## src/design/fir_pkg.sv

```systemverilog
// fir_pkg: shared constants, operation codes and controller command type
// for the streaming fir filter; no dependencies
package fir_pkg;

   localparam int TAPS_MAX       = 64;
   localparam int SAMPLE_BITS    = 16;
   localparam int ACC_BITS       = 40;
   localparam int IDX_BITS       = $clog2(TAPS_MAX);
   localparam int TAP_COUNT_BITS = 7;
   localparam int COEFF_IDX_BITS = 6;
   localparam int OP_BITS        = 2;

   localparam logic [TAP_COUNT_BITS-1:0] TAP_RESET = TAP_COUNT_BITS'(64);

   localparam logic [OP_BITS-1:0] OP_FILTER = 2'd0;
   localparam logic [OP_BITS-1:0] OP_COEFF  = 2'd1;
   localparam logic [OP_BITS-1:0] OP_FLUSH  = 2'd2;

   localparam logic REG_TAP_COUNT = 1'b0;

   typedef struct packed {
      logic                sample_wr;
      logic                coeff_wr;
      logic                flush;
      logic                issue;
      logic [IDX_BITS-1:0] tap_idx;
      logic                load_result;
   } fir_cmd_type;

endpackage

```

## src/design/fir_ctrl.sv

```systemverilog
// fir_ctrl: request decode and tap sequencer for the fir filter
// depends on fir_pkg
module fir_ctrl
   import fir_pkg::*;
(
   input  logic                      clock,
   input  logic                      reset,
   input  logic                      req_valid,
   input  logic [OP_BITS-1:0]        req_operation,
   input  logic [TAP_COUNT_BITS-1:0] tap_count,
   input  logic                      rsp_free,
   output logic                      req_ready,
   output fir_cmd_type               cmd
);

   localparam logic [1:0] ST_IDLE  = 2'd0;
   localparam logic [1:0] ST_MAC   = 2'd1;
   localparam logic [1:0] ST_DRAIN = 2'd2;
   localparam logic [1:0] ST_DONE  = 2'd3;

   logic [1:0]                state_ff, state_in;
   logic [IDX_BITS-1:0]       tap_ff, tap_in;
   logic [IDX_BITS-1:0]       last_ff, last_in;
   logic                      drain_ff, drain_in;
   logic [TAP_COUNT_BITS-1:0] taps_clip;

   // zero acts as one, oversized counts clip to the store depth
   always_comb begin
      if (tap_count == '0) begin
         taps_clip = TAP_COUNT_BITS'(1);
      end else if (32'(tap_count) > TAPS_MAX) begin
         taps_clip = TAP_COUNT_BITS'(TAPS_MAX);
      end else begin
         taps_clip = tap_count;
      end
   end

   always_comb begin
      state_in  = state_ff;
      tap_in    = tap_ff;
      last_in   = last_ff;
      drain_in  = drain_ff;
      req_ready = 1'b0;
      cmd       = '0;
      cmd.tap_idx = tap_ff;
      case (state_ff)
         ST_IDLE: begin
            req_ready = 1'b1;
            if (req_valid) begin
               case (req_operation)
                  OP_FILTER: begin
                     cmd.sample_wr = 1'b1;
                     tap_in        = '0;
                     last_in       = IDX_BITS'(taps_clip - TAP_COUNT_BITS'(1));
                     state_in      = ST_MAC;
                  end
                  OP_COEFF: cmd.coeff_wr = 1'b1;
                  OP_FLUSH: cmd.flush    = 1'b1;
                  default: ;
               endcase
            end
         end
         ST_MAC: begin
            cmd.issue = 1'b1;
            if (tap_ff == last_ff) begin
               drain_in = 1'b0;
               state_in = ST_DRAIN;
            end else begin
               tap_in = tap_ff + IDX_BITS'(1);
            end
         end
         ST_DRAIN: begin
            // wait for the read and multiply stages to empty
            drain_in = 1'b1;
            if (drain_ff) begin
               state_in = ST_DONE;
            end
         end
         ST_DONE: begin
            if (rsp_free) begin
               cmd.load_result = 1'b1;
               state_in        = ST_IDLE;
            end
         end
         default: state_in = ST_IDLE;
      endcase
   end

   always_ff @(posedge clock) begin
      if (reset) begin
         state_ff <= ST_IDLE;
         tap_ff   <= '0;
         last_ff  <= '0;
         drain_ff <= 1'b0;
      end else begin
         state_ff <= state_in;
         tap_ff   <= tap_in;
         last_ff  <= last_in;
         drain_ff <= drain_in;
      end
   end

endmodule

```

## src/design/fir_datapath.sv

```systemverilog
// fir_datapath: history and coefficient memories, multiply-accumulate
// pipeline, rounding and saturation; depends on fir_pkg
module fir_datapath
   import fir_pkg::*;
(
   input  logic                          clock,
   input  logic                          reset,
   input  fir_cmd_type                   cmd,
   input  logic [SAMPLE_BITS-1:0]        req_sample,
   input  logic [COEFF_IDX_BITS-1:0]     req_coeff_index,
   input  logic [SAMPLE_BITS-1:0]        req_coeff_value,
   output logic [SAMPLE_BITS-1:0]        filtered,
   output logic                          saturated
);

   localparam logic signed [ACC_BITS:0] RND_HALF = (ACC_BITS+1)'(2**(SAMPLE_BITS-2));
   localparam logic signed [ACC_BITS:0] OUT_MAX =
      {{(ACC_BITS+2-SAMPLE_BITS){1'b0}}, {(SAMPLE_BITS-1){1'b1}}};
   localparam logic signed [ACC_BITS:0] OUT_MIN = ~OUT_MAX;

   logic [SAMPLE_BITS-1:0] hist_mem_ff [TAPS_MAX];
   logic [SAMPLE_BITS-1:0] coef_mem_ff [TAPS_MAX];
   logic [TAPS_MAX-1:0]    hist_vld_ff, hist_vld_in;
   logic [IDX_BITS-1:0]    ptr_ff, ptr_in, ptr_inc;
   logic [IDX_BITS-1:0]    hist_addr;
   logic [IDX_BITS:0]      hist_addr_wide;
   logic [IDX_BITS-1:0]    coef_wr_addr;
   logic                   coef_wr_ok;

   logic [SAMPLE_BITS-1:0]          hist_rd_ff, coef_rd_ff;
   logic                            hist_rd_vld_ff;
   logic                            rd_valid_ff, prod_valid_ff;
   logic signed [SAMPLE_BITS-1:0]   mul_a, mul_b;
   logic signed [2*SAMPLE_BITS-1:0] prod_ff, prod_in;
   logic signed [ACC_BITS-1:0]      acc_ff, acc_in;
   logic signed [ACC_BITS:0]        sum_rnd, shifted;

   // circular history, ptr points at the newest sample
   assign ptr_inc = (ptr_ff == IDX_BITS'(TAPS_MAX-1)) ? '0 : ptr_ff + IDX_BITS'(1);
   assign ptr_in  = cmd.sample_wr ? ptr_inc : ptr_ff;

   always_comb begin
      if (ptr_ff >= cmd.tap_idx) begin
         hist_addr_wide = {1'b0, ptr_ff} - {1'b0, cmd.tap_idx};
      end else begin
         hist_addr_wide = {1'b0, ptr_ff} + (IDX_BITS+1)'(TAPS_MAX) - {1'b0, cmd.tap_idx};
      end
   end
   assign hist_addr = hist_addr_wide[IDX_BITS-1:0];

   always_comb begin
      hist_vld_in = hist_vld_ff;
      if (cmd.flush) begin
         hist_vld_in = '0;
      end else if (cmd.sample_wr) begin
         hist_vld_in[ptr_inc] = 1'b1;
      end
   end

   assign coef_wr_ok   = 32'(req_coeff_index) < TAPS_MAX;
   assign coef_wr_addr = IDX_BITS'(req_coeff_index);

   always_ff @(posedge clock) begin
      if (cmd.sample_wr) begin
         hist_mem_ff[ptr_inc] <= req_sample;
      end
      if (cmd.coeff_wr && coef_wr_ok) begin
         coef_mem_ff[coef_wr_addr] <= req_coeff_value;
      end
      hist_rd_ff     <= hist_mem_ff[hist_addr];
      coef_rd_ff     <= coef_mem_ff[cmd.tap_idx];
      hist_rd_vld_ff <= hist_vld_ff[hist_addr];
   end

   // never-written or flushed history entries read as zero
   assign mul_a   = hist_rd_vld_ff ? signed'(hist_rd_ff) : '0;
   assign mul_b   = signed'(coef_rd_ff);
   assign prod_in = mul_a * mul_b;

   always_comb begin
      acc_in = acc_ff;
      if (cmd.sample_wr) begin
         acc_in = '0;
      end else if (prod_valid_ff) begin
         acc_in = acc_ff + ACC_BITS'(prod_ff);
      end
   end

   always_ff @(posedge clock) begin
      prod_ff <= prod_in;
      acc_ff  <= acc_in;
   end

   always_ff @(posedge clock) begin
      if (reset) begin
         hist_vld_ff   <= '0;
         ptr_ff        <= '0;
         rd_valid_ff   <= 1'b0;
         prod_valid_ff <= 1'b0;
      end else begin
         hist_vld_ff   <= hist_vld_in;
         ptr_ff        <= ptr_in;
         rd_valid_ff   <= cmd.issue;
         prod_valid_ff <= rd_valid_ff;
      end
   end

   // round half up, floor shift, clip to sample range
   assign sum_rnd = (ACC_BITS+1)'(acc_ff) + RND_HALF;
   assign shifted = sum_rnd >>> (SAMPLE_BITS-1);

   always_comb begin
      if (shifted > OUT_MAX) begin
         filtered  = OUT_MAX[SAMPLE_BITS-1:0];
         saturated = 1'b1;
      end else if (shifted < OUT_MIN) begin
         filtered  = OUT_MIN[SAMPLE_BITS-1:0];
         saturated = 1'b1;
      end else begin
         filtered  = shifted[SAMPLE_BITS-1:0];
         saturated = 1'b0;
      end
   end

endmodule

```

## src/design/fir_filter_stream.sv

```systemverilog
// fir_filter_stream: top level of the streaming direct-form fir filter
// depends on fir_pkg, fir_ctrl and fir_datapath
//
//   channel   direction  handshake               content
//   req_*     in         tvalid/tready           sample, coefficient write or flush request
//   rsp_*     out        tvalid/tready           filtered sample and clip flag
//   csr_*     in/out     apb psel/penable        tap_count register at byte address 0
//
// a filter request, with taps the tap_count clipped to 1..64, is accepted, then
// sends each of its taps in turn through the single multiply-accumulate unit,
// empties the read and multiply stages, then rounds and loads the result register
// coefficient write, flush and unused requests complete as they are accepted
// synchronous reset clears the history valid bits and sets tap_count to 64
// the result register parts the sides: a waiting result stalls only the
// next filter request at its final step, never acceptance
module fir_filter_stream
   import fir_pkg::*;
(
   input  logic        clock,
   input  logic        reset,
   // request stream
   input  logic        req_tvalid,
   output logic        req_tready,
   input  logic [39:0] req_tdata,   // sample[15:0], coeff_index[21:16], coeff_value[37:22]
   input  logic [1:0]  req_tuser,   // operation[1:0]
   // result stream
   output logic        rsp_tvalid,
   input  logic        rsp_tready,
   output logic [15:0] rsp_tdata,   // filtered[15:0]
   output logic [0:0]  rsp_tuser,   // saturated[0]
   // configuration port
   input  logic        csr_psel,
   input  logic        csr_penable,
   input  logic        csr_pwrite,
   input  logic [2:0]  csr_paddr,
   input  logic [31:0] csr_pwdata,
   output logic [31:0] csr_prdata,
   output logic        csr_pready
);

   fir_cmd_type               cmd;
   logic [TAP_COUNT_BITS-1:0] tap_count_ff, tap_count_in;
   logic                      rsp_valid_ff, rsp_valid_in;
   logic [SAMPLE_BITS-1:0]    rsp_data_ff;
   logic                      rsp_sat_ff;
   logic [SAMPLE_BITS-1:0]    dp_filtered;
   logic                      dp_saturated;
   logic                      rsp_free;
   logic                      csr_wr;

   // configuration register, word index in paddr[2]
   assign csr_pready = 1'b1;
   assign csr_wr     = csr_psel && csr_penable && csr_pwrite && csr_pready;

   always_comb begin
      tap_count_in = tap_count_ff;
      if (csr_wr && (csr_paddr[2] == REG_TAP_COUNT)) begin
         tap_count_in = csr_pwdata[TAP_COUNT_BITS-1:0];
      end
   end

   assign csr_prdata = (csr_paddr[2] == REG_TAP_COUNT) ?
                       {{(32-TAP_COUNT_BITS){1'b0}}, tap_count_ff} : '0;

   // result register is free when empty or being taken this cycle
   assign rsp_free = !rsp_valid_ff || rsp_tready;

   fir_ctrl u_ctrl (
      .clock         (clock),
      .reset         (reset),
      .req_valid     (req_tvalid),
      .req_operation (req_tuser),
      .tap_count     (tap_count_ff),
      .rsp_free      (rsp_free),
      .req_ready     (req_tready),
      .cmd           (cmd)
   );

   fir_datapath u_datapath (
      .clock           (clock),
      .reset           (reset),
      .cmd             (cmd),
      .req_sample      (req_tdata[15:0]),
      .req_coeff_index (req_tdata[21:16]),
      .req_coeff_value (req_tdata[37:22]),
      .filtered        (dp_filtered),
      .saturated       (dp_saturated)
   );

   always_comb begin
      rsp_valid_in = rsp_valid_ff;
      if (cmd.load_result) begin
         rsp_valid_in = 1'b1;
      end else if (rsp_tready) begin
         rsp_valid_in = 1'b0;
      end
   end

   // result payload, loaded at the final step of a filter request
   always_ff @(posedge clock) begin
      if (cmd.load_result) begin
         rsp_data_ff <= dp_filtered;
         rsp_sat_ff  <= dp_saturated;
      end
   end

   always_ff @(posedge clock) begin
      if (reset) begin
         rsp_valid_ff <= 1'b0;
         tap_count_ff <= TAP_RESET;
      end else begin
         rsp_valid_ff <= rsp_valid_in;
         tap_count_ff <= tap_count_in;
      end
   end

   assign rsp_tvalid   = rsp_valid_ff;
   assign rsp_tdata    = rsp_data_ff;
   assign rsp_tuser[0] = rsp_sat_ff;

endmodule
```

## config.mk

```make
export PLATFORM = sky130hd
export DESIGN_NAME = fir_filter_stream
export DESIGN_NICKNAME = d
export VERILOG_FILES = /design/src/design/fir_pkg.sv /design/src/design/fir_ctrl.sv /design/src/design/fir_datapath.sv /design/src/design/fir_filter_stream.sv
export SDC_FILE = /design/constraint.sdc
export NUM_CORES = 2
export LEC_CHECK = 0
export ABC_AREA = 1
export BUFFER_PORTS_ARGS = -buffer_cell sky130_fd_sc_hd__buf_4
export CAP_MARGIN = 20
export CORE_MARGIN = 8
export CORE_UTILIZATION = 60
export DETAILED_ROUTE_END_ITERATION = 10
export GPL_TIMING_DRIVEN = 0
export PLACE_DENSITY = 0.79
export RECOVER_POWER = 25
export SLEW_MARGIN = 15
export SYNTH_ARGS = -nofsm -noshare
export SYNTH_HDL_FRONTEND = slang
export SYNTH_SLANG_ARGS = --single-unit
```

## constraint.sdc

```tcl
create_clock -name clock -period 16.8 [get_ports clock]
set_clock_uncertainty 0.15 [all_clocks]
set_input_delay 2.52 -clock clock [delete_from_list [all_inputs] [get_ports clock]]
set_output_delay 2.52 -clock clock [all_outputs]
set_load 0.1 [all_outputs]
```

Yosys cells after proc, flatten, opt, wreduce, memory -nomap -nowiden --
Memories as Yosys holds them, arrays and structs flattened. A register that Yosys moved wholly into a read port is not among the register bits. Cells that the tools add are included.
Cells by class: add/subtract/negate cells 8, multipliers 1, $lt $le $gt $ge 7, equal/unequal tests 13, mux-type cells 39, bitwise logic cells 2, reductions and logical operators 17
Operators by type and width (number):
- 64-bit bitwise OR | 1
- 6-bit 2-to-1 mux | 7
- 40-bit by 16-bit adder with 41-bit output (second input constant) | 1
- 40-bit by 32-bit adder with 40-bit output | 1
- 16-bit by 16-bit multiplier with 32-bit output | 1
- 16-bit 2-to-1 mux | 2
- 26-bit by 16-bit > comparator with 1-bit output (second input constant) | 1
- 26-bit by 16-bit less-than comparator with 1-bit output (second input constant) | 1
- 6-bit by 1-bit adder with 6-bit output (second input constant) | 3
- 1-bit 2-to-1 mux | 17
- 6-bit by 7-bit less-than comparator with 1-bit output (second input constant) | 2
- 6-bit case mux with 2 select lines | 1
- 6-bit subtractor | 2
- 2-bit 2-to-1 mux | 5
- 2-bit inequality test (second input constant) | 4
- 2-bit case mux with 4 select lines | 1
- 7-bit > comparator (second input constant) | 1
- 7-bit zero test | 1
- 7-bit 2-to-1 mux | 1
- 1-bit binary-select mux with 6-bit select | 1
- 1-bit demux with 6-bit select | 1
- 2-bit equality test (second input constant) | 3
- 6-bit equality test | 1
- 6-bit equality test (second input constant) | 1
- 18 further kinds | 27
Word-level totals: flip-flop bits (word level) 185, bits in writable memories 2048, memories 2
Memory list:
- u_datapath.coef_mem_ff | words 64, bits a word 16, read ports 1, clocked after Yosys merged registers in 1, wr ports 1, line fir_datapath.sv:22 | logic [SAMPLE_BITS-1:0] coef_mem_ff [TAPS_MAX];
- u_datapath.hist_mem_ff | words 64, bits a word 16, read ports 1, clocked after Yosys merged registers in 1, wr ports 1, line fir_datapath.sv:21 | logic [SAMPLE_BITS-1:0] hist_mem_ff [TAPS_MAX];

Longest topological paths before layout --
depth in word-level cells 7, gate-level depth with buffers 27

Hierarchy --
A second synthesis with hierarchy kept.
Unflattened totals: cell total of the unflattened synthesis 8993, area, all modules 102189.3 µm²
Modules (own cells, without submodules):
- fir_datapath | instances 1, cells each 8714, area an instance 99935.8 µm²
- fir_filter_stream | instances 1, cells each 113, area an instance 1152.4 µm²
- fir_ctrl | instances 1, cells each 166, area an instance 1101.1 µm²

Worst setup path after synthesis --
Ideal clock, no wire load.
path kind input-to-output, start input csr_paddr[2], end output csr_prdata[0], arrival time 3.958 ns, path slack 10.172 ns, cell stages on the path 2, path through clkbuf_1 nor2_1
Between the ends: longest elaborated chain between the ends 1
RTL lines:
- start: declaration | line fir_filter_stream.sv:35 | input logic [2:0] csr_paddr,
- 7-bit 2-to-1 mux | line fir_filter_stream.sv:62 | assign csr_prdata = (csr_paddr[2] == REG_TAP_COUNT) ?
- end: declaration | line fir_filter_stream.sv:37 | output logic [31:0] csr_prdata,
Every way passes these cells.

Worst setup path after layout --
start register u_datapath.hist_rd_vld_ff, end register u_datapath.prod_ff[26]
Between the ends: longest elaborated chain between the ends 2
RTL lines:
- start: declaration | line fir_datapath.sv:31 | logic hist_rd_vld_ff;
- start signal: assignment | line fir_datapath.sv:72 | hist_rd_vld_ff <= hist_vld_ff[hist_addr];
- 16-bit 2-to-1 mux | line fir_datapath.sv:76 | assign mul_a = hist_rd_vld_ff ? signed'(hist_rd_ff) : '0;
- 16-bit by 16-bit multiplier with 32-bit output | line fir_datapath.sv:78 | assign prod_in = mul_a * mul_b;
- named net u_datapath.prod_in[26] | line fir_datapath.sv:34 | logic signed [2*SAMPLE_BITS-1:0] prod_ff, prod_in;
- end signal: assignment | line fir_datapath.sv:90 | prod_ff <= prod_in;
- end: declaration | line fir_datapath.sv:34
The timed path passes the listed nets, and every way through them passes these cells. A chain may end at the register's enable or synchronous reset.

==> impl_metrics.toml <==
[timing]
clock.fmax_ghz = 0.136
setup_viol = 0
finalCritPeriodShare_pct = 43.7
worstMarginPinSlew_ns = 4.05
rsz0062_at_grt = "false"
hold_viol_final = 0
fin_crit_ns = 7.34
max-slew-margin-rel_pct = -170
slew_violations = 1625
finalSetupTns_ns = 0

[synthesis]
yosysSeqAreaShare_pct = 65.0
synth_ff_type = "edfxtp_1"
yosys_register_bits = 2265
netlist-cell-type-count = 51
synthArstFlopShare_pct = 0
syn-mean-instance-area_um2 = 11.6
synth_warnings = 0
syn_area_um2 = 101000
synth_edf_count = 2065
postSynthCellCount = 8749

[clocking]
root_buffer = "clkbuf_16"
clkLatencyLatePin_ns = 0.88
ctsHtreeMaxLevel = 4
clk_pin_slew_ns = 0.06
post-cts-setup-buffers = 0
cts_hold_buf = 0
clk_path_buf_depth = 3
cts_buffers = 215
cts_tree = "done"
cts_resized = 0
clock-sinks = 2265

[worst_setup_path]
worstPathRequired_ns = 17.39
r2r_cells = 23
end_kind = "flop"
rr_startpoint = "u_datapath.hist_rd_vld_ff"
worstSetupEndpoint = "u_datapath.prod_ff[26]"
r2r_slack_ns = 9.46
critPathBufInv = 7
timing.critical_path.mode_cell = "fa_1"
r2r-end = "u_datapath.prod_ff[26]"
worstSetupStartpoint = "u_datapath.hist_rd_vld_ff"
arrival_ns = 7.93
max_stage_delay_ns = 0.64
critical_path_class = "flop to flop"
startpoint_type = "flop"
crit_path_top_delay_cell = "clkbuf_1"
worst-path-stages = 23
worstPathCellList = "clkbuf_1, nand2_1, inv_1, clkbuf_1, nand2_1, fa_1, inv_1, fa_1, fa_1, fa_1, fa_1, inv_1, fa_1, inv_1, ha_1, nand2_1, inv_1, nand3_1, nor3_1, nand4_1, nand3_1, a21oi_1, xnor2_1"
crit_path_max_fanout = 10
cpLargestDelayFamily = "adder cells"

[global_route]
grt_max_degree = 65
grt_pass1_vias = 73822
grt_first_pass_wirelength_mm = 487
grtUsageTotal_pct = 36.6
antenna_found_initial = 13
overflow = 0

[floorplanning]
dieWidth_um = 427
fp.dieH_um = 427
die-area_um2 = 183000
coreArea_um2 = 169000
boundaryPins = 136
start_util_pct = 60.2
row_count = 151

[detailed_routing]
drt_wl_total_mm = 342
vias = 76451
wire_per_inst_um = 29.7
drtIter0Drc = 13160
first_pass_iters = 7
antenna_left = 0
vias_per_cell = 6.63
drcViolationCount = 0

[layout]
final_cell_mix = "edfxtp_1, nor2_1, o21ai_0"
final_nets = 9597
nFillCells = 12033
area_growth_pct = 11.3
layout-drive-gt1-share_pct = 6.80
final_common_cell = "edfxtp_1"

[worst_hold_path]
hold_depth = 2
hold_class = "flop to flop"

[place]
place_congestion = 1.04
dpl.hpwl_mm = 230
io_buffers = 79

[run_status]
status = "finished, violations left"
violations = "capacitance limit, slew limit"

[run]
drv_cap = 25
flip-flops by register name, indices dropped and copies added, names as in the netlist:
| signal | flops |
|---|---|
| u_datapath.hist_mem_ff | 1024 |
| u_datapath.ptr_ff | 6 |
| u_datapath.acc_ff | 40 |
| u_datapath.hist_vld_ff | 64 |
| u_datapath.coef_mem_ff | 1024 |
| u_datapath.hist_rd_ff | 16 |
| u_datapath.rd_valid_ff | 1 |
| u_datapath.coef_rd_ff | 16 |
| u_ctrl.tap_ff | 6 |
| u_ctrl.drain_ff | 1 |
| rsp_tvalid | 1 |
| rsp_tdata | 16 |
| rsp_tuser | 1 |
| u_datapath.prod_ff | 32 |
| u_ctrl.last_ff | 6 |
| u_ctrl.state_ff | 2 |
| u_datapath.prod_valid_ff | 1 |
| tap_count_ff | 7 |
| u_datapath.hist_rd_vld_ff | 1 |
worst min-delay path: stages, from the launching register on:
cell	delay (ns)
dfxtp_1	0.31
inv_1	0.05
a21oi_1	0.05
worst min-delay path by stage:
| stage | from | end | slack [ns] |
|---|---|---|---|
| after global routing | u_datapath.hist_vld_ff[14] | u_datapath.hist_vld_ff[14] | 0.31 |
| final | u_datapath.hist_vld_ff[54] | u_datapath.hist_vld_ff[54] | 0.30 |
| after CTS | u_datapath.hist_vld_ff[53] | u_datapath.hist_vld_ff[53] | 0.30 |
| after global placement | u_datapath.hist_vld_ff[6] | u_datapath.hist_vld_ff[6] | 0.29 |
| after floorplan | u_datapath.rd_valid_ff | u_datapath.prod_valid_ff | 0.24 |
| after detailed placement | u_datapath.hist_vld_ff[53] | u_datapath.hist_vld_ff[53] | 0.29 |
Yosys cell counts (12+ instances only):
cell	instances	area [µm²]
o21ai_0	1145	5730
xnor2_1	22	193
nand3_1	439	2200
xor2_1	54	473
edfxtp_1	2065	62000
nand4_1	88	551
o211ai_1	18	135
o22ai_1	149	932
inv_1	674	2530
ha_1	134	1680
clkbuf_1	379	1420
buf_2	78	390
fa_1	264	5290
buf_1	35	131
nor2_1	1505	5650
a21oi_1	198	991
o221ai_1	368	3220
buf_4	31	233
nand2_1	804	3020
nor3_1	12	60.1
inv_2	12	45.0
dfxtp_1	200	4000
per-layer routing:
layer,up-vias,track usage [%],routed length (µm)
li1,31797,-,-
met3,1307,10.5,49300
met1,36923,47.0,117000
met2,6418,55.9,151000
met4,6,21.2,25400
met5,-,0,45
final cells by class:
type,count,area [µm²],area share [%]
sequential,2265,66000,58.5
multi-input combinational,5288,31100,27.5
clock buffer,272,5760,5.10
tap,2218,2780,2.46
inverter,695,2610,2.31
buffer,525,2200,1.95
clock inverter,132,1360,1.20
timing repair buffer,125,1120,0.991
antenna,8,20.0,0.0177
through the flow:
stage	instances	cell area, µm²	setup WS, ns	utilization (%)	hold slack [ns]
floorplan	8773	102000	10.17	-	0.238
global placement	11070	105000	9.61	62.2	0.285
detailed placement	11113	106000	9.61	62.7	0.290
CTS	11517	113000	9.58	67.0	0.300
global route	11522	113000	9.21	66.9	0.313
finish	11528	113000	9.46	66.9	0.303
kinds of logic after synthesis:
group / after synthesis / synth area share [%]
flip-flops: 2265 / 65.0
XOR/XNOR: 78 / 0.688
buffers and inverters: 1220 / 4.74
AND/OR/NAND/NOR: 2880 / 11.6
other: 2 / 0.00740
adder cells (fa/ha/maj): 398 / 6.86
AO/OA/AOI/OAI: 1906 / 11.1
Power is left out: the tool's default activity adds up to more than one toggle a clock period on the data nets, which glitch-free logic cannot reach.
